`src/rtl/lss_pkg.sv`:
```
// shared types and constants of the latency sample statistics block
package lss_pkg;

    localparam int MAX_SAMPLES_DEF = 64;
    localparam int US_W            = 28;
    localparam int ENTRY_W         = US_W + 1;
    localparam int LIMIT_W         = 12;
    localparam int KEPT_W          = 7;
    localparam int TOTAL_W         = 34;
    localparam int SQ_W            = 62;
    localparam int FRAC_BITS       = 8;
    localparam logic [19:0] US_PER_SECOND = 20'd1000000;
    localparam logic [LIMIT_W-1:0] LIMIT_RESET = 12'd512;

    typedef struct packed {
        logic [7:0]  sample_seconds;
        logic [19:0] sample_micro;
        logic        sample_valid;
        logic        last;
    } lss_in_t;

    typedef struct packed {
        logic [US_W-1:0]   min_us;
        logic [US_W-1:0]   max_us;
        logic [US_W-1:0]   average_us;
        logic [US_W-1:0]   stddev_us;
        logic [US_W-1:0]   filtered_average_us;
        logic [KEPT_W-1:0] kept_count;
    } lss_out_t;

    typedef enum logic [7:0] {
        ST_LOAD  = 8'b0000_0001,
        ST_AVG   = 8'b0000_0010,
        ST_SQ    = 8'b0000_0100,
        ST_SQDIV = 8'b0000_1000,
        ST_ROOT  = 8'b0001_0000,
        ST_FILT  = 8'b0010_0000,
        ST_FDIV  = 8'b0100_0000,
        ST_DONE  = 8'b1000_0000
    } lss_state_t;

endpackage

```
`src/rtl/lss_div.sv`:
```
// restoring divider, one quotient bit per cycle
module lss_div #(
    parameter int NW = lss_pkg::SQ_W,
    parameter int DW = 7
) (
    input  logic          aclk,
    input  logic          aresetn,
    input  logic          start,
    input  logic [NW-1:0] dividend,
    input  logic [DW-1:0] divisor,
    output logic          done,
    output logic [NW-1:0] quotient
);
    import lss_pkg::*;

    localparam int SW = $clog2(NW);

    logic          busy_reg, busy_next;
    logic          done_reg, done_next;
    logic [SW-1:0] step_reg, step_next;
    logic [NW-1:0] num_reg, num_next;
    logic [DW-1:0] rem_reg, rem_next;
    logic [DW-1:0] div_reg, div_next;
    logic [DW:0]   trial;
    logic          qbit;

    always_comb begin
        busy_next = busy_reg;
        done_next = 1'b0;
        step_next = step_reg;
        num_next  = num_reg;
        rem_next  = rem_reg;
        div_next  = div_reg;
        trial     = {rem_reg, num_reg[NW-1]};
        qbit      = trial >= {1'b0, div_reg};
        if (start) begin
            busy_next = 1'b1;
            step_next = SW'(NW - 1);
            num_next  = dividend;
            rem_next  = '0;
            div_next  = divisor;
        end else if (busy_reg) begin
            rem_next = qbit ? DW'(trial - {1'b0, div_reg}) : trial[DW-1:0];
            num_next = {num_reg[NW-2:0], qbit};
            step_next = step_reg - 1'b1;
            if (step_reg == '0) begin
                busy_next = 1'b0;
                done_next = 1'b1;
            end
        end
    end

    always_ff @(posedge aclk) begin
        if (!aresetn) begin
            busy_reg <= 1'b0;
            done_reg <= 1'b0;
            step_reg <= '0;
        end else begin
            busy_reg <= busy_next;
            done_reg <= done_next;
            step_reg <= step_next;
        end
        num_reg <= num_next;
        rem_reg <= rem_next;
        div_reg <= div_next;
    end

    assign done     = done_reg;
    assign quotient = num_reg;

endmodule

```
`config.mk`:
```
export PLATFORM = sky130hd
export DESIGN_NAME = lss_div
export DESIGN_NICKNAME = d
export VERILOG_FILES = /design/src/rtl/lss_pkg.sv /design/src/rtl/lss_div.sv
export SDC_FILE = /design/constraint.sdc
export NUM_CORES = 1
export LEC_CHECK = 0
export CAP_MARGIN = 15
export CORE_MARGIN = 5
export CORE_UTILIZATION = 55
export DETAILED_ROUTE_END_ITERATION = 12
export DONT_BUFFER_PORTS = 1
export PLACE_DENSITY = 0.78
export SLEW_MARGIN = 20
export SYNTH_ARGS = -nofsm -noshare
export SYNTH_HDL_FRONTEND = slang
export SYNTH_SLANG_ARGS = --single-unit
```
`constraint.sdc`:
```
create_clock -name aclk -period 7.6 [get_ports aclk]
set_clock_uncertainty 0.2 [all_clocks]
set_input_delay 1.9 -clock aclk [delete_from_list [all_inputs] [get_ports aclk]]
set_output_delay 1.9 -clock aclk [all_outputs]
set_load 0.02 [all_outputs]
```
==> flow_summary.json <==
{
  "status": "complete, no violations",
  "gp_congestion": 0.8354,
  "first_pass_iters": 4,
  "synthTopCellsByCount": "69 x edfxtp_1, 62 x mux2_2, 15 x dfxtp_1, 15 x nor2_1, 13 x inv_1",
  "crit_path_max_fanout": 93,
  "vias_per_cell": 5.842,
  "critPathKind": "in -> reg",
  "htree_levels": 3,
  "cts_resized": 0,
  "hold_class": "reg -> reg",
  "cts_tree": "yes",
  "layout.nets": 362,
  "dp.final_hpwl_um": 5437,
  "synth_area_leaders": "edfxtp_1 52%, mux2_2 17%, dfxtp_1 7.5%, ha_1 2.5%, nor3b_1 1.5%",
  "powerDensity_nw_per_um2": 248.1,
  "crit_family": "simple AND/OR/NAND/NOR gates",
  "design_area_um2": 4265,
  "dpl_cell_area_um2": 4065,
  "wl_met2_um": 3945,
  "largest_reg_flops": 62,
  "power_w": 0.001058,
  "cts.sinks": 84,
  "max_freq_ghz": 0.3105,
  "syn_area_per_cell_um2": 14.19,
  "synth_area_um2": 4001,
  "syn_to_final_growth_pct": 6.598,
  "slowest_stage": "or2_2",
  "synth.top_cell.area_share_pct": 51.78,
  "wl_per_cell_um": 19.91,
  "cts_buffer_depth": 2,
  "antenna_cells": 0,
  "dieWidth_um": 95.30,
  "syn_nets": 363,
  "dieArea_um2": 9081,
  "antenna_found_initial": 0,
  "drive_above_1_share_pct": 31.82,
  "crit_buf_inv": 1,
  "fillerInstances": 572,
  "synthArstFlopShare_pct": 0,
  "end_kind": "register",
  "yosys_warnings": 0,
  "start_util_pct": 55.76,
  "topRoutingLayerUsed": "met4",
  "clock-root-buffer": "clkbuf_8",
  "final.setup.tns_ns": 0,
  "worstPathArrival_ns": 3.03,
  "period_minus_slack_ns": 3.220,
  "cts-buffers-inserted": 9,
  "num_vias": 2249,
  "syn-instance-count": 282,
  "report.final.setup_viol": 0,
  "maxCapViolCount": 0,
  "fin_crit_sh_pct": 42.37,
  "synth-edff-count": 69,
  "die_y_um": 95.30,
  "post_cts_buffers": 0,
  "clk_pin_slew_ns": 0.08,
  "maxSlewHeadroom_pct": 52.08,
  "holdBufCountCts": 0,
  "slowest_delay_ns": 0.57,
  "io_buffers": 0,
  "grt_max_degree": 94,
  "required_ns": 7.41,
  "vdd_drop_max_mv": 0.1268,
  "clk_latency_ns": 0.35,
  "synth.most_common_cell": "edfxtp_1",
  "tightest_slew_ns": 0.7179,
  "crit_chain": "or2_2, buf_4",
  "rows": 31,
  "rsz0062_at_grt": "no",
  "grt_pass1_wl_um": 11780,
  "slew_violations": 0,
  "synth_cell_types": 51,
  "dr_wl_met3_um": 617,
  "first_iter_violations": 133,
  "drc_errors": 0,
  "power.leakage_nw": 1.537,
  "ys_ff_latch": 84,
  "hold_viol_final": 0,
  "yosysTopAreaCell": "edfxtp_1",
  "grt-ovfl-total": 0,
  "cp-start-kind": "input pin",
  "drt-met1-wl_um": 2954,
  "grt_pass1_vias": 2327,
  "grt_use_total_pct": 17.32,
  "ant_nets": 0,
  "design.core.area_um2": 7176,
  "ys.flop_type": "edfxtp_1",
  "wirelength_um": 7665,
  "ys_seq_area_share_pct": 59.29,
  "io_pins": 135
}
## area by class of cell
type,count,area [um2],share of cell area (%)
tap,99,123.9,2.904
timing repair buffer,1,7.507,0.1760
clock buffer,10,127.6,2.992
multi-input combinational,172,1513,35.46
inverter,13,48.80,1.144
sequential,84,2372,55.62
clock inverter,6,72.57,1.701
## where the power goes
part	internal (W)	switching [W]	total, W	leakage (nW)
logic	0.0000574	0.0000497	0.000107	0.619
clock network	0.000156	0.000163	0.000319	0.103
registers	0.000555	0.0000768	0.000632	0.815
## kinds of logic after synthesis
family	synth area share [%]
buffers and inverters	2.908
XOR/XNOR	1.532
adder cells (fa/ha/maj)	3.002
AO/OA/AOI/OAI	7.224
flip-flops	59.29
multiplexers	17.45
AND/OR/NAND/NOR	8.600
## cell usage in the layout, fill, tap and decap left out, types with 3 or more instances in the layout
cell / n
dfxtp_1: 15
nor3_1: 3
ha_1: 8
mux2_2: 62
o31ai_1: 3
xnor2_1: 4
nand2_1: 9
nand2b_1: 3
xor2_1: 3
nor3b_1: 8
or2_2: 3
edfxtp_1: 69
clkbuf_8: 9
a41oi_1: 4
nor2b_1: 3
nor2_1: 15
o21a_1: 5
inv_1: 13
a211oi_1: 3
## stage by stage
stage               util, %  hold WS, ns  setup slack, ns  cells
floorplan                 -       0.2691            3.738    282
global placement      56.65       0.2868            4.083    369
detailed placement    56.65       0.3025            4.048    369
CTS                   59.44       0.3162            4.435    385
global route          59.44       0.3492            4.372    385
finish                59.44       0.3146            4.380    385
## final timing paths
check	startpoint	cells after the start	slack (ns)	endpoint
max reg2reg	quotient[61]$_DFFE_PP_	7	4.98	quotient[0]$_DFFE_PP_
min	step_reg[1]$_SDFFE_PP0P_	2	0.31	step_reg[1]$_SDFFE_PP0P_
min reg2reg	step_reg[1]$_SDFFE_PP0P_	2	0.31	step_reg[1]$_SDFFE_PP0P_
max	start	2	4.38	quotient[23]$_DFFE_PP_
## routing by layer
metal	up-vias	global-route usage (%)
met5	-	0
met4	0	6.490
met3	15	8.445
met2	74	27.52
met1	1094	20.25
li1	1066	-
No activity file was read; power rests on OpenSTA's default activity.
