**config.mk**
```make
export PLATFORM = sky130hd
export DESIGN_NAME = lss_store
export DESIGN_NICKNAME = d
export VERILOG_FILES = /design/src/rtl/lss_pkg.sv /design/src/rtl/lss_store.sv
export SDC_FILE = /design/constraint.sdc
export NUM_CORES = 2
export LEC_CHECK = 0
export BUFFER_PORTS_ARGS = -buffer_cell sky130_fd_sc_hd__buf_4
export CORE_MARGIN = 2
export CORE_UTILIZATION = 55
export CTS_BUF_LIST = sky130_fd_sc_hd__clkbuf_16
export CTS_CLUSTER_SIZE = 14
export DETAILED_ROUTE_END_ITERATION = 8
export PLACE_DENSITY = 0.77
export SYNTH_ARGS = -nofsm -noshare
export SYNTH_HDL_FRONTEND = slang
export SYNTH_SLANG_ARGS = --single-unit
```
**constraint.sdc**
```tcl
create_clock -name aclk -period 4.2 [get_ports aclk]
set_input_delay 0.21 -clock aclk [delete_from_list [all_inputs] [get_ports aclk]]
set_output_delay 0.21 -clock aclk [all_outputs]
set_load 0.01 [all_outputs]
```
**src/rtl/lss_pkg.sv**
```systemverilog
// shared types and constants of the latency sample statistics block
package lss_pkg;

    localparam int MAX_SAMPLES_DEF = 64;
    localparam int US_W            = 28;
    localparam int ENTRY_W         = US_W + 1;
    localparam int LIMIT_W         = 12;
    localparam int KEPT_W          = 7;
    localparam int TOTAL_W         = 34;
    localparam int SQ_W            = 62;
    localparam int FRAC_BITS       = 8;
    localparam logic [19:0] US_PER_SECOND = 20'd1000000;
    localparam logic [LIMIT_W-1:0] LIMIT_RESET = 12'd512;

    typedef struct packed {
        logic [7:0]  sample_seconds;
        logic [19:0] sample_micro;
        logic        sample_valid;
        logic        last;
    } lss_in_t;

    typedef struct packed {
        logic [US_W-1:0]   min_us;
        logic [US_W-1:0]   max_us;
        logic [US_W-1:0]   average_us;
        logic [US_W-1:0]   stddev_us;
        logic [US_W-1:0]   filtered_average_us;
        logic [KEPT_W-1:0] kept_count;
    } lss_out_t;

    typedef enum logic [7:0] {
        ST_LOAD  = 8'b0000_0001,
        ST_AVG   = 8'b0000_0010,
        ST_SQ    = 8'b0000_0100,
        ST_SQDIV = 8'b0000_1000,
        ST_ROOT  = 8'b0001_0000,
        ST_FILT  = 8'b0010_0000,
        ST_FDIV  = 8'b0100_0000,
        ST_DONE  = 8'b1000_0000
    } lss_state_t;

endpackage

```
**src/rtl/lss_store.sv**
```systemverilog
// sample memory, one write and one registered read per cycle
module lss_store #(
    parameter int DEPTH = lss_pkg::MAX_SAMPLES_DEF,
    parameter int AW    = $clog2(DEPTH)
) (
    input  logic                        aclk,
    input  logic                        wr_en,
    input  logic [AW-1:0]               wr_addr,
    input  logic [lss_pkg::ENTRY_W-1:0] wr_data,
    input  logic [AW-1:0]               rd_addr,
    output logic [lss_pkg::ENTRY_W-1:0] rd_data
);
    import lss_pkg::*;

    logic [ENTRY_W-1:0] mem [DEPTH];
    logic [ENTRY_W-1:0] rd_data_reg;

    always_ff @(posedge aclk) begin
        if (wr_en) begin
            mem[wr_addr] <= wr_data;
        end
        rd_data_reg <= mem[rd_addr];
    end

    assign rd_data = rd_data_reg;

endmodule

```
==> PnR_summary.wiki <==
{| class="wikitable"
! Metric !! Value
|-
| Run status || complete, no violations
|-
| Comb power frac || 0.053
|-
| Max-cap check violation count || 0
|-
| Floorplan core area || 0.1313 sq mm
|-
| Slew Limit Fails || 0
|-
| Antenna violations before repair || 8
|-
| Floorplan die width || 367.4 um
|-
| Max Fclk || 0.3679 GHz
|-
| Number of buffers added on ports || 71
|-
| Number of fillers in the final layout || 8546
|-
| Remaining global-route overflow || 0
|-
| Combinational family with the most area after synthesis || multiplexers
|-
| CTS buffer count || 176
|-
| Critical path capture point || mem[39][1]
|-
| Count of nets after finishing || 3647
|-
| Clk Tree Root Cell || clkbuf_16
|-
| Most used cell along the critical path || buf_4
|-
| Final-report hold violation count || 0
|-
| Worst setup slack for register-to-register paths || 1.97 ns
|-
| Synth-to-layout area growth || 12.14%
|-
| Most used flip-flop cell after synthesis || edfxtp_1
|-
| Critical-path top delay cell || nand4_1
|-
| Clock latency on the worst-skew pair || 0.81 ns
|-
| Number of flip-flops under the largest register name || 1856
|-
| Sequential cell area fraction in the yosys report || 0.7755
|-
| Number of global-route vias before repair || 36022
|-
| Clock Sinks || 1885
|-
| Number of warnings issued by yosys || 0
|-
| Setup Slack @ Placement || 0.8324 ns
|-
| Switching fraction of total power || 0.2136
|-
| Final-layout setup total negative slack || 0 ns
|-
| Gate count after technology mapping || 3407
|-
| Largest clock skew in the final design || 0.02847 ns
|-
| Remaining max-slew budget at the tightest pin || 0.1303
|-
| Vias || 36165
|-
| Mux cell area share after synthesis || 0.1527
|-
| Compound-cell area share of the yosys netlist || 0.03887
|-
| Maximum number of pins on one net before global-route repair || 135
|-
| Estimated wirelength of the detail-placed design || 104.3 mm
|-
| Tightest Pin Transition || 1.291 ns
|-
| Standby leakage power || 26.43 nW
|-
| Cts-stage hold buffer count || 18
|-
| Share of post-route cells with drive strength above 1 || 0.2304
|-
| Startpoint types || input port
|-
| Register bit total from synthesis || 1885
|-
| Final worst slack || 1.482 ns
|-
| Placement Rows || 133
|-
| Maximum vdd ir drop || 0.4224 mV
|-
| Detailed-route DRC error count || 0
|-
| Starting Density || 0.5531
|-
| Critical-path cell list || dlygate4sd3_1 -> buf_4 -> nand4_1 -> nor2_4 -> buf_4
|-
| Area occupied by registers || 0.05631 sq mm
|-
| Overall routed net length || 180.3 mm
|-
| PD cells || 467.7 mW/mm^2
|-
| Fraction of power consumed by sequential logic || 0.549
|-
| Global-route track usage on met2 || 0.4221
|-
| Vert. Die Dim || 367.4 um
|-
| Routability-driven placement congestion ratio || 0.8406
|-
| All-layer global routing usage || 0.2687
|-
| GR met1 Demand/Resource || 0.3806
|-
| Pwr Total || 38.09 mW
|-
| Number of logic stages on the critical path including buffering || 5
|-
| Number of buffers and inverters on the critical path || 3
|-
| Share of async-settable or async-resettable flops after synthesis || 0
|-
| Number of unique standard cell types used by synthesis || 46
|-
| Largest delay contributor family on the critical path || simple AND/OR/NAND/NOR gates
|-
| Number of setup buffers added after CTS || 0
|-
| Clock tree from TritonCTS || done
|-
| Unrepaired setup endpoints after global routing || no
|-
| Number of synthesized flops with an enable pin || 1856
|-
| Worst endpoint required time || 4.63 ns
|-
| Global-route wire length before repair || 259.1 mm
|-
| Maximum fanout encountered on the critical timing path || 21
|-
| Reg-to-Reg Start || mem[44][26]
|-
| Final core occ || 0.6202
|-
| Met3 Track Usage GR || 0.06101
|-
| Final setup violation count || 0
|-
| Clk slew on worst S/H paths || 0.06 ns
|-
| Number of antenna-violating nets in the routed design || 0
|-
| Combined area of the multi-input logic cells || 0.01550 sq mm
|-
| Number of resized instances in the post-cts repair step || 0
|-
| Violation count after the first detailed-routing iteration || 5618
|-
| End of the worst register-to-register path || rd_data[26]
|-
| Net switching component of the power || 8.134 mW
|-
| Io pins || 72
|-
| Commonest non-fill, non-tap cells in the layout || edfxtp_1 (1856), mux2i_1 (372), mux4_2 (291), clkbuf_16 (180), buf_4 (176)
|-
| Parity-gate share of the synthesized area counting xor and xnor cells || 0
|-
| Min Tclk post-route || 2.718 ns
|-
| Number of cells on the worst reg-to-reg path || 5
|-
| Synthesized area divided by synthesized cell count || 21.31 sq um
|-
| Post-synthesis instance area || 0.07262 sq mm
|-
| Share of synthesized cell area in full adder, half adder and majority cells || 0
|-
| Worst min-delay path category || input port to register
|-
| Clk buf depth || 3
|-
| Clk network pwr share || 0.398
|-
| Internal || 29.95 mW
|-
| Total nets after synthesis || 3450
|-
| Most heavily used metal layer in global routing || met2
|-
| Worst Setup SP || wr_addr[1]
|-
| Worst Setup Path Type || input port to register
|-
| Tcrit/Tclk final || 0.6472
|-
| Vias per std cell || 6.559
|-
| Sort of element at the end of the critical path || register
|-
| Simple logic cell fraction of the synthesized area || 0.01490
|-
| Total iterations of the first detailed-routing run || 6
|-
| Level count of the clock H-tree || 4
|-
| Commonest non-fill, non-tap cell in the layout || edfxtp_1
|-
| Delay of the slowest cell on the worst path || 0.92 ns
|-
| Floorplan die area || 0.1350 sq mm
|-
| Data arrival, critical path || 3.15 ns
|-
| Avg WL per Cell || 32.69 um
|}
## how the worst min path moves through the flow
| stage | startpoint | to | slack, ns | depth (start not counted) |
|---|---|---|---|---|
| floorplan | wr_data[0] | mem[0][0] | 0.31 | 0 |
| global placement | rd_data[6] | rd_data[6] | 0.62 | 1 |
| detailed placement | rd_data[23] | rd_data[23] | 0.63 | 1 |
| CTS | wr_data[2] | mem[32][2] | 0.0001 | 1 |
| global route | wr_data[12] | mem[62][12] | 0.01 | 1 |
| finish | wr_data[12] | mem[62][12] | 0.009 | 1 |
## layer usage
metal	vias to the layer above	wire [um]
li1	14689	-
met1	18880	67800
met2	2268	86640
met3	314	20490
met4	14	5242
met5	-	84
## power groups by stage
stage	clock (mW)	combinational [mW]	sequential, mW
floorplan	0	1.07	21.3
finish	15.2	2.00	20.9
detailed placement	0	1.97	21.3
CTS	15.3	2.00	20.9
global route	16.0	2.09	20.9
global placement	0	1.93	21.3
## logic make-up after synthesis
logic type	Yosys count
flops	1885
buf+inv	197
compound gates	402
simple gates	200
mux	723
## synthesized netlist by cell type, types with 23 or more instances
library cell	instances	area, sq um
edfxtp_1	1856	55730
mux2i_1	372	3724
mux4_2	291	6554
a22oi_1	161	1209
nor2_1	75	281.5
clkbuf_1	64	240.2
a21oi_1	61	305.3
buf_2	59	295.3
mux2_2	51	574.3
o22ai_1	39	244.0
buf_4	35	262.8
nor2b_1	32	200.2
dfxtp_1	29	580.6
o21ai_0	27	135.1
buf_6	23	259.0
## stage by stage
| stage | instances | hold slack, ns | cell area [sq um] |
|---|---|---|---|
| 2_1_floorplan | 3407 | 0.3089 | 72620 |
| 3_3_place_gp | 5163 | 0.6249 | 75760 |
| 3_5_place_dp | 5163 | 0.6274 | 75760 |
| 4_1_cts | 5509 | 0.0001022 | 81420 |
| 5_1_grt | 5509 | 0.01415 | 81420 |
| 6_report | 5514 | 0.008686 | 81430 |
## area by class of cell
| cell class | instances | share of cell area |
|---|---|---|
| tap | 1755 | 0.02697 |
| clock inverter | 148 | 0.01195 |
| clock buffer | 180 | 0.05531 |
| timing repair buffer | 216 | 0.02366 |
| sequential | 1885 | 0.6915 |
| antenna | 5 | 0.0001537 |
| multi-input combinational | 1325 | 0.1904 |
Note: power is estimated with default switching activity, not from simulation.
