[config.mk]
export PLATFORM = sky130hd
export DESIGN_NAME = lss_sqrt
export DESIGN_NICKNAME = d
export VERILOG_FILES = /design/src/rtl/lss_pkg.sv /design/src/rtl/lss_sqrt.sv
export SDC_FILE = /design/constraint.sdc
export NUM_CORES = 1
export LEC_CHECK = 0
export BUFFER_PORTS_ARGS = -buffer_cell sky130_fd_sc_hd__buf_2
export CORE_UTILIZATION = 45
export CTS_CLUSTER_SIZE = 10
export DETAILED_ROUTE_END_ITERATION = 6
export PLACE_DENSITY = 0.75
export SYNTH_ARGS = -nofsm -noshare
export SYNTH_HDL_FRONTEND = slang
export SYNTH_SLANG_ARGS = --single-unit
[constraint.sdc]
create_clock -name aclk -period 3.45 [get_ports aclk]
set_input_delay 0.345 -clock aclk [delete_from_list [all_inputs] [get_ports aclk]]
set_output_delay 0.345 -clock aclk [all_outputs]
set_load 0.02 [all_outputs]
[src/rtl/lss_pkg.sv]
// shared types and constants of the latency sample statistics block
package lss_pkg;

    localparam int MAX_SAMPLES_DEF = 64;
    localparam int US_W            = 28;
    localparam int ENTRY_W         = US_W + 1;
    localparam int LIMIT_W         = 12;
    localparam int KEPT_W          = 7;
    localparam int TOTAL_W         = 34;
    localparam int SQ_W            = 62;
    localparam int FRAC_BITS       = 8;
    localparam logic [19:0] US_PER_SECOND = 20'd1000000;
    localparam logic [LIMIT_W-1:0] LIMIT_RESET = 12'd512;

    typedef struct packed {
        logic [7:0]  sample_seconds;
        logic [19:0] sample_micro;
        logic        sample_valid;
        logic        last;
    } lss_in_t;

    typedef struct packed {
        logic [US_W-1:0]   min_us;
        logic [US_W-1:0]   max_us;
        logic [US_W-1:0]   average_us;
        logic [US_W-1:0]   stddev_us;
        logic [US_W-1:0]   filtered_average_us;
        logic [KEPT_W-1:0] kept_count;
    } lss_out_t;

    typedef enum logic [7:0] {
        ST_LOAD  = 8'b0000_0001,
        ST_AVG   = 8'b0000_0010,
        ST_SQ    = 8'b0000_0100,
        ST_SQDIV = 8'b0000_1000,
        ST_ROOT  = 8'b0001_0000,
        ST_FILT  = 8'b0010_0000,
        ST_FDIV  = 8'b0100_0000,
        ST_DONE  = 8'b1000_0000
    } lss_state_t;

endpackage

[src/rtl/lss_sqrt.sv]
// floor square root, one root bit per cycle
module lss_sqrt #(
    parameter int W = lss_pkg::SQ_W
) (
    input  logic            aclk,
    input  logic            aresetn,
    input  logic            start,
    input  logic [W-1:0]    radicand,
    output logic            done,
    output logic [W/2-1:0]  root
);
    import lss_pkg::*;

    localparam int RW = W / 2;
    localparam int SW = $clog2(RW);

    logic          busy_reg, busy_next;
    logic          done_reg, done_next;
    logic [SW-1:0] step_reg, step_next;
    logic [W-1:0]  rad_reg, rad_next;
    logic [RW:0]   rem_reg, rem_next;
    logic [RW-1:0] root_reg, root_next;
    logic [RW+1:0] rem_sh;
    logic [RW+1:0] trial;

    always_comb begin
        busy_next = busy_reg;
        done_next = 1'b0;
        step_next = step_reg;
        rad_next  = rad_reg;
        rem_next  = rem_reg;
        root_next = root_reg;
        rem_sh    = {rem_reg[RW-1:0], rad_reg[W-1:W-2]};
        trial     = {root_reg, 2'b01};
        if (start) begin
            busy_next = 1'b1;
            step_next = SW'(RW - 1);
            rad_next  = radicand;
            rem_next  = '0;
            root_next = '0;
        end else if (busy_reg) begin
            rad_next = {rad_reg[W-3:0], 2'b00};
            if (rem_sh >= trial) begin
                rem_next  = (RW+1)'(rem_sh - trial);
                root_next = {root_reg[RW-2:0], 1'b1};
            end else begin
                rem_next  = rem_sh[RW:0];
                root_next = {root_reg[RW-2:0], 1'b0};
            end
            step_next = step_reg - 1'b1;
            if (step_reg == '0) begin
                busy_next = 1'b0;
                done_next = 1'b1;
            end
        end
    end

    always_ff @(posedge aclk) begin
        if (!aresetn) begin
            busy_reg <= 1'b0;
            done_reg <= 1'b0;
            step_reg <= '0;
        end else begin
            busy_reg <= busy_next;
            done_reg <= done_next;
            step_reg <= step_next;
        end
        rad_reg  <= rad_next;
        rem_reg  <= rem_next;
        root_reg <= root_next;
    end

    assign done = done_reg;
    assign root = root_reg;

endmodule

==> results_dict.tcl, run 1 <==
set metrics [dict create \
    wl_met3_microns 974 \
    tns_ns 0 \
    diodes 0 \
    synth-async-reset-ratio_pct 0 \
    place_congestion 0.8814 \
    die_height_microns 128.2 \
    rows 45 \
    clk_latency_ns 0.41 \
    wl_met1_microns 6950 \
    final.min_clock_period_ns 3.001 \
    cts_tree "built" \
    worstHoldStart "radicand[0]" \
    grt_pass1_vias 4967 \
    worstPathArrival_ns 3.28 \
    final.fill_count 1368 \
    cts_buffer_depth 2 \
    skew_ns 0.004506 \
    grt_antenna_before_repair 1 \
    cts_setup_buffers 0 \
    cap_violations 0 \
    start_kind "register" \
    yosysUniqueCellTypes 62 \
    worstReg2RegStart "root[11]" \
    reg2reg_slack_ns 0.45 \
    synthFlopType "dfxtp_1" \
    status "finished, final reports clean" \
    vdd_drop_max_v 0.0007433 \
    ioPinCount 97 \
    num-nets-final 888 \
    relSlewSlack_pct 47.68 \
    htree_levels 4 \
    routed-wl-met2_microns 6755 \
    cts_inserted_buffers 17 \
    whs_endpoint "rad_reg[0]" \
    grt_max_degree 64 \
    post-dp-hpwl_microns 10530 \
    cts-resized-gates 0 \
    routed_wl_microns 14840 \
    drive_gt1_share_pct 27.72 \
    power_density_nw_per_um2 995.4 \
    grt_pass1_wl_microns 24180 \
    largest_reg_flops 62 \
    start_util_pct 46.63 \
    detail_route.iter0.violations 230 \
    rsz0062_at_grt "no" \
    fmax_mhz 333.2 \
    grt_overflow 0 \
    syn_area_sq_um 7167 \
    yosys_warnings 0 \
    fp.coreArea_sq_um 15370 \
    area.growth.synth_to_final_pct 16.20 \
    ys_seq_area_share_pct 45.25 \
    fin_util_pct 54.18 \
    ys_seq_elements 131 \
    portBuffers 96 \
    drtPass1Iterations 5 \
    p_leak_nw 3.476 \
    dr.max_layer_used "met4" \
    hold_class "in2reg" \
    antenna_left 0 \
    r2r_cells 10 \
    setup_viol 0 \
    synth-edff-count 62 \
    drv_slew 0 \
    cts_hold_buf 0 \
    grt_usage_pct 18.78 \
    reg2reg_to "rem_reg[10]" \
    worstMarginPinSlew_ns 0.7848 \
    syn_avg_cell_area_sq_um 10.24 \
    die_area_sq_um 16440 \
    drc_errors 0 \
    cts.reportedPaths.clkPinSlew_ns 0.06 \
    die_w_microns 128.2 \
    cts-root-buf "clkbuf_16" \
    avgRoutedWirePerCell_microns 14.66 \
    synthCells 700 \
    timing.final.crit_share_pct 86.98 \
    path_max_fanout 14 \
    vias 5253 \
    cts_sinks 131 \
    hold_depth 2 \
    required_ns 3.73 \
    path_class "reg2reg" \
    hold_viol_final 0 \
    worstSetupEndpointType "register" \
    viasPerCell 5.191 \
    syn-num-nets 800 \
]
worst max-delay path by stage:
stage | depth (start not counted) | endpoint | start | slack, ns
after CTS | 10 | rem_reg[10] | root[11] | 0.46
final | 10 | rem_reg[10] | root[11] | 0.45
after floorplan | 12 | rem_reg[10] | root[24] | 0.75
after global placement | 10 | rem_reg[10] | root[12] | 0.51
after detailed placement | 10 | rem_reg[10] | root[11] | 0.48
after global routing | 10 | rem_reg[10] | root[22] | 0.22
cells by family (layout without fill, tap and decap cells):
group	count (synthesis)	in the layout	share of synthesized area, %
buf+inv	79	180	4.906
xor+xnor	28	28	3.422
mux	101	101	15.22
simple gates	184	184	11.03
compound gates	142	142	14.05
flops	131	131	45.25
fa+ha+maj	35	35	6.110
final cells by class:
type,count,area (sq um),share of cell area [%]
Clock buffer,17,425.4,5.108
Clock inverter,15,110.1,1.322
Inverter,43,161.4,1.938
Multi-Input combinational cell,490,3572,42.89
Sequential cell,131,3244,38.96
Tap cell,211,264.0,3.170
Timing Repair Buffer,105,550.5,6.611
cells in the final DEF, fill, tap and decap left out, types with 4 or more instances in the layout:
cell type	n
buf_2	95
nor2_1	92
dfxtp_1	68
edfxtp_1	62
mux2_2	60
nand2_1	44
inv_1	42
mux2i_1	40
ha_1	35
a21oi_1	33
o21ai_0	28
xnor2_1	17
clkbuf_16	17
nand3_1	13
a21o_1	12
xor2_1	11
buf_4	10
nor3_1	9
nand4_1	7
o21ai_1	7
a21oi_2	7
a211oi_1	7
a211oi_2	7
a31oi_1	5
and2_1	4
nand2b_1	4
clkinv_2	4
routing by layer:
metal	vias up	GRT usage, %
met5	-	0
met2	123	29.89
met4	0	5.121
li1	2673	-
met1	2444	24.08
met3	13	6.594
worst max-delay path, cell delays in order (launching register included):
cell	delay [ns]
dfxtp_1	0.38
inv_1	0.06
ha_1	0.41
nand4_1	0.19
nor4_1	0.31
a32oi_1	0.16
a21oi_2	0.23
a211o_1	0.59
mux2_4	0.35
mux2i_1	0.13
nor2_1	0.05
Yosys cell counts (all sizes together) (3+ instances only):
master | number | share of area (%)
a211oi | 15 | 2.2
a21o | 12 | 1.3
dfxtp | 69 | 19
nor2b | 3 | 0.26
o31ai | 4 | 0.61
a31oi | 5 | 0.44
nand2 | 44 | 2.3
o21ai | 35 | 2.4
nand3 | 13 | 0.91
a32oi | 3 | 0.47
o21bai | 3 | 0.31
nand2b | 4 | 0.35
xnor2 | 17 | 2.1
nor2 | 92 | 4.8
nand4 | 7 | 0.61
inv | 43 | 2.3
and2 | 4 | 0.35
mux2 | 61 | 9.6
a21oi | 40 | 3.2
a22oi | 4 | 0.49
edfxtp | 62 | 26
mux2i | 40 | 5.6
nor3 | 9 | 0.63
xor2 | 11 | 1.3
clkbuf | 16 | 0.84
buf | 20 | 1.8
ha | 35 | 6.1
report_power, final:
group          total [W]  switching [W]  internal [W]
clock            0.00163       0.000708      0.000923
sequential       0.00206       0.000167       0.00189
combinational    0.00460        0.00265       0.00195
through the flow:
| stage | std cells | hold WS, ns | worst slack (ns) | area [sq um] | total power, W |
|---|---|---|---|---|---|
| 6_report | 1012 | 0.2122 | 0.4492 | 8328 | 0.008289 |
| 5_1_grt | 1012 | 0.2023 | 0.2232 | 8328 | 0.008873 |
| 4_1_cts | 1012 | 0.1914 | 0.4594 | 8328 | 0.008315 |
| 3_5_place_dp | 980 | 0.4726 | 0.4795 | 7792 | 0.006637 |
| 3_3_place_gp | 980 | 0.4517 | 0.5141 | 7792 | 0.006616 |
| 2_1_floorplan | 700 | 0.4300 | 0.7522 | 7167 | 0.005986 |
(Power assumes the default switching activity.)
==> run 2, diff against run 1 <==
CORE_ASPECT_RATIO = 1.75   (was default)
==> run 2 against run 1 <==
Effect of this change: clock power grew 9%; final cell count fell by 2.5%; sequential cell count is the same; wire length rose by 4.0%; clock-buffer cell count stayed put; hold slack improved by 0.00078 ns; critical endpoint is now rem_reg[24].
==> results_dict.tcl, run 2 (same netlist as run 1, synthesis figures left out) <==
set metrics [dict create \
    path_max_fanout 8 \
    power_density_nw_per_um2 1023 \
    cts_inserted_buffers 17 \
    fin_util_pct 54.06 \
    timing.final.crit_share_pct 84.85 \
    place_congestion 0.9095 \
    drtPass1Iterations 5 \
    mostFrequentLayoutCells "buf_2 (95), nor2_1 (92), dfxtp_1 (68)" \
    cts_hold_buf 0 \
    start_util_pct 46.34 \
    cts_sinks 131 \
    cp.buffers_inverters 2 \
    portBuffers 96 \
    skew_ns 0.009583 \
    setup_viol 0 \
    tns_ns 0 \
    reg2reg_to "rem_reg[24]" \
    fp.coreArea_sq_um 15460 \
    grt_pass1_wl_microns 25510 \
    cts-resized-gates 0 \
    worstPathArrival_ns 3.24 \
    grt_pass1_vias 5542 \
    start_kind "register" \
    clk_latency_ns 0.42 \
    reg2reg_slack_ns 0.52 \
    worstHoldStart "radicand[1]" \
    finalNonFillerCells 987 \
    rsz0062_at_grt "no" \
    required_ns 3.76 \
    hold_class "in2reg" \
    status "finished, final reports clean" \
    drive_gt1_share_pct 27.84 \
    grt_usage_pct 19.23 \
    die_area_sq_um 16460 \
    final.min_clock_period_ns 2.927 \
    routed_wl_microns 15430 \
    avgRoutedWirePerCell_microns 15.64 \
    diodes 0 \
    crit_chain "inv_1 > ha_1 > o21ai_0 > a22oi_2 > a32oi_2 > o31ai_4 > a211o_1 > buf_4 > o21ai_0 > a22o_1" \
    cts_tree "built" \
    ioPinCount 97 \
    worstSetupEndpointType "register" \
    rows 60 \
    die_height_microns 168.9 \
    whs_endpoint "rad_reg[1]" \
    hold_viol_final 0 \
    crit_top_cell "o21ai_0" \
    num-nets-final 888 \
    antenna_left 0 \
    dp_cells 955 \
    grt_antenna_before_repair 0 \
    cts-root-buf "clkbuf_16" \
    hold_ws_ns 0.2129 \
    max_stage_delay_ns 0.45 \
    path_class "reg2reg" \
    viasPerCell 5.508 \
    worstMarginPinSlew_ns 0.6969 \
    area.growth.synth_to_final_pct 16.66 \
    critPathSlowestCell "o31ai_4" \
    vias 5436 \
    htree_levels 4 \
    hold_depth 2 \
    cap_violations 0 \
    fmax_mhz 341.6 \
    drv_slew 0 \
    vdd_drop_max_v 0.0007390 \
    relSlewSlack_pct 53.54 \
    cts.reportedPaths.clkPinSlew_ns 0.06 \
    mostFrequentLayoutCell "buf_2" \
    critPathTopFamily "compound AO/OA/AOI/OAI gates" \
    grt_max_degree 62 \
    die_w_microns 97.40 \
    cts_buffer_depth 2 \
    post-dp-hpwl_microns 11210 \
    grt_overflow 0 \
    r2r_cells 10 \
    detail_route.iter0.violations 189 \
    final.fill_count 1381 \
    drc_errors 0 \
    worstReg2RegStart "root[2]" \
    p_leak_nw 3.509 \
    largest_reg_flops 62 \
    cts_setup_buffers 0 \
]
==> run 2: cell count changes in the layout (fill, tap and decap cells not counted), sizes merged <==
| cell | change |
|---|---|
| bufinv | +1 |
| inv | +5 |
| clkinvlp | -2 |
| clkinv | -4 |
==> run 2: worst max-delay path by stage <==
stage              from          end  slack, ns  cells after the start
6_report        root[2]  rem_reg[24]       0.52                     10
5_1_grt        root[12]  rem_reg[18]       0.31                     11
4_1_cts        root[22]  rem_reg[18]       0.52                     10
3_5_place_dp   root[22]  rem_reg[18]       0.53                     10
3_3_place_gp   root[24]  rem_reg[18]       0.54                     10
2_1_floorplan  root[24]  rem_reg[10]       0.75                     12
==> run 2: worst reg2reg max path: stages, from the launching register on <==
cell and delay [ns]:
dfxtp_1 0.38, inv_1 0.06, ha_1 0.36, o21ai_0 0.13, a22oi_2 0.27, a32oi_2 0.14, o31ai_4 0.45, a211o_1 0.40
buf_4 0.27, o21ai_0 0.16, a22o_1 0.20
==> run 2: where the power goes <==
part,internal (W),switching (W),total (W)
clock network,0.00103,0.000756,0.00178
registers,0.00189,0.000165,0.00205
logic,0.00198,0.00274,0.00472
==> run 2: routing by layer <==
metal / track usage [%] / vias up / part of all wire (%)
li1: - / 2686 / -
met1: 18.90 / 2577 / 37
met2: 36.88 / 146 / 56
met3: 4.789 / 27 / 5.1
met4: 9.271 / 0 / 2.2
met5: 0 / - / 0
==> run 2: final cells by class <==
| class | instances | area, sq um | share of cell area, % |
|---|---|---|---|
| Timing Repair Buffer | 105 | 563.0 | 6.735 |
| Clock inverter | 15 | 161.4 | 1.931 |
| Inverter | 43 | 161.4 | 1.931 |
| Sequential cell | 131 | 3244 | 38.81 |
| Multi-Input combinational cell | 490 | 3572 | 42.73 |
| Clock buffer | 17 | 425.4 | 5.088 |
| Tap cell | 186 | 232.7 | 2.784 |
==> run 2: stage by stage <==
stage	instance area (sq um)	power, W	worst slack, ns
after global placement	7774	0.006686	0.5416
after floorplan	7167	0.005986	0.7522
final	8361	0.008555	0.5227
after global routing	8361	0.009194	0.3075
after CTS	8361	0.008562	0.5221
after detailed placement	7774	0.006753	0.5305
==> run 3, diff against run 2 <==
PLACE_DENSITY = 0.77   (was 0.75)
clock period = 2.68 ns   (was 3.45 ns; I/O delays follow)
==> run 3 against run 2 <==
Effect of this change: maximum frequency is 13% higher; die area stayed put; sequential share of layout area is 1.9 points lower; via count is 5.1% higher; setup slack worse by 0.44 ns; power is 44% higher; largest power group unchanged.
==> results_dict.tcl, run 3 (same netlist as run 1, synthesis figures left out) <==
set metrics [dict create \
    routed-wl-met2_microns 9058 \
    cts_sinks 131 \
    start_util_pct 46.34 \
    power_density_nw_per_um2 1396 \
    cap_violations 0 \
    relSlewSlack_pct 54.24 \
    wl_met3_microns 802 \
    grt_antenna_before_repair 0 \
    detail_route.iter0.violations 222 \
    worstSetupEndpointType "register" \
    grt_pass1_vias 5758 \
    timing.final.crit_share_pct 96.96 \
    cts_inserted_buffers 17 \
    vdd_drop_max_v 0.001041 \
    power_frac_seq_pct 21.5 \
    path_max_fanout 4 \
    largest_reg_flops 62 \
    hold_viol_final 0 \
    clkPwrFrac_pct 18.8 \
    cts_buffer_depth 2 \
    status "finished, final reports clean" \
    final.fill_count 1360 \
    worstPathArrival_ns 2.89 \
    drive_gt1_share_pct 35.24 \
    drtPass1Iterations 6 \
    hold_class "in2reg" \
    portBuffers 96 \
    grt_pass1_wl_microns 26970 \
    fp.coreArea_sq_um 15460 \
    htree_levels 4 \
    p_sw_share_pct 41.95 \
    cts.reportedPaths.clkPinSlew_ns 0.06 \
    internal_power_w 0.007145 \
    power_switching_w 0.005164 \
    skew_ns 0.007887 \
    dp_cells 990 \
    wl_met1_microns 6128 \
    comb_power_share_pct 59.7 \
    drv_slew 0 \
    path_class "reg2reg" \
    clk_latency_ns 0.42 \
    cts-root-buf "clkbuf_16" \
    mostFrequentLayoutCells "buf_2 (95), nor2_1 (92), edfxtp_1 (62)" \
    drc_errors 0 \
    avgRoutedWirePerCell_microns 16.53 \
    finalNonFillerCells 1026 \
    viasPerCell 5.568 \
    diodes 0 \
    setup_viol 0 \
    area.growth.synth_to_final_pct 23.06 \
    final.min_clock_period_ns 2.599 \
    die_area_sq_um 16460 \
    num-nets-final 927 \
    p_leak_nw 3.728 \
    antenna_left 0 \
    worstMarginPinSlew_ns 0.6839 \
    required_ns 2.97 \
    grt_max_degree 47 \
    fmax_mhz 384.8 \
    ioPinCount 97 \
    rows 60 \
    dr.max_layer_used "met4" \
    routed_wl_microns 16960 \
    cts_tree "built" \
    die_w_microns 97.40 \
    die_height_microns 168.9 \
    grt_overflow 0 \
    tns_ns 0 \
    post-dp-hpwl_microns 12300 \
    start_kind "register" \
    vias 5713 \
    grt_usage_pct 20.56 \
    mostFrequentLayoutCell "buf_2" \
    place_congestion 0.9284 \
]
==> run 3: worst max-delay path: stages (launching register included) <==
cell and delay (ns):
dfxtp_1 0.35, inv_1 0.06, ha_1 0.33, nor2b_1 0.18
o31ai_2 0.27, a211oi_1 0.15, o21ai_1 0.27, a21boi_0 0.15
or3_1 0.33, a311oi_2 0.31, nor3_1 0.08
==> run 3: path summary, 6_finish.rpt <==
path	startpoint	endpoint	slack, ns	cells after the start
setup / recovery	root[0]	rem_reg[18]	0.08	10
hold / removal	radicand[1]	rad_reg[1]	0.13	2
setup reg to reg	root[0]	rem_reg[18]	0.08	10
hold reg to reg	rem_reg[27]	rem_reg[27]	0.49	2
==> run 3: cell type report <==
cell class | count | area, sq um | area share, %
multi-input combinational | 490 | 3682 | 41.75
sequential | 131 | 3256 | 36.91
timing repair buffer | 144 | 902.1 | 10.23
clock buffer | 17 | 425.4 | 4.823
tap | 186 | 232.7 | 2.639
inverter | 43 | 161.4 | 1.830
clock inverter | 15 | 160.2 | 1.816
==> run 3: power by group through the flow <==
stage	clock network, W	logic, W	registers [W]
2_1_floorplan	0	0.00509	0.00262
3_3_place_gp	0	0.00652	0.00267
3_5_place_dp	0	0.00654	0.00268
4_1_cts	0.00235	0.00660	0.00264
5_1_grt	0.00243	0.00792	0.00268
6_report	0.00231	0.00735	0.00265
==> run 3: timing repair <==
action                                  4_1_cts  5_1_grt
hold buffers                                  0        0
resized for setup                             0       37
setup buffers                                 0        3
endpoints found under the setup margin        0       32
==> run 3: per-stage QoR <==
step / utilization [%] / setup WS (ns) / total power [W] / instance area [sq um] / hold WS, ns
floorplan: - / 0.02586 / 0.007706 / 7168 / 0.4300
global route: 57.03 / -0.05935 / 0.01303 / 8820 / 0.1312
global placement: 52.14 / 0.09484 / 0.009191 / 8063 / 0.4710
CTS: 55.92 / 0.008456 / 0.01159 / 8648 / 0.1196
finish: 57.03 / 0.08148 / 0.01231 / 8820 / 0.1316
detailed placement: 52.14 / 0.04893 / 0.009216 / 8063 / 0.4757
==> run 3: routing by layer <==
| metal | vias to the layer above | GRT usage (%) |
|---|---|---|
| met3 | 81 | 5.161 |
| met4 | 0 | 13.68 |
| li1 | 2760 | - |
| met2 | 196 | 37.73 |
| met1 | 2676 | 20.11 |
| met5 | - | 0 |
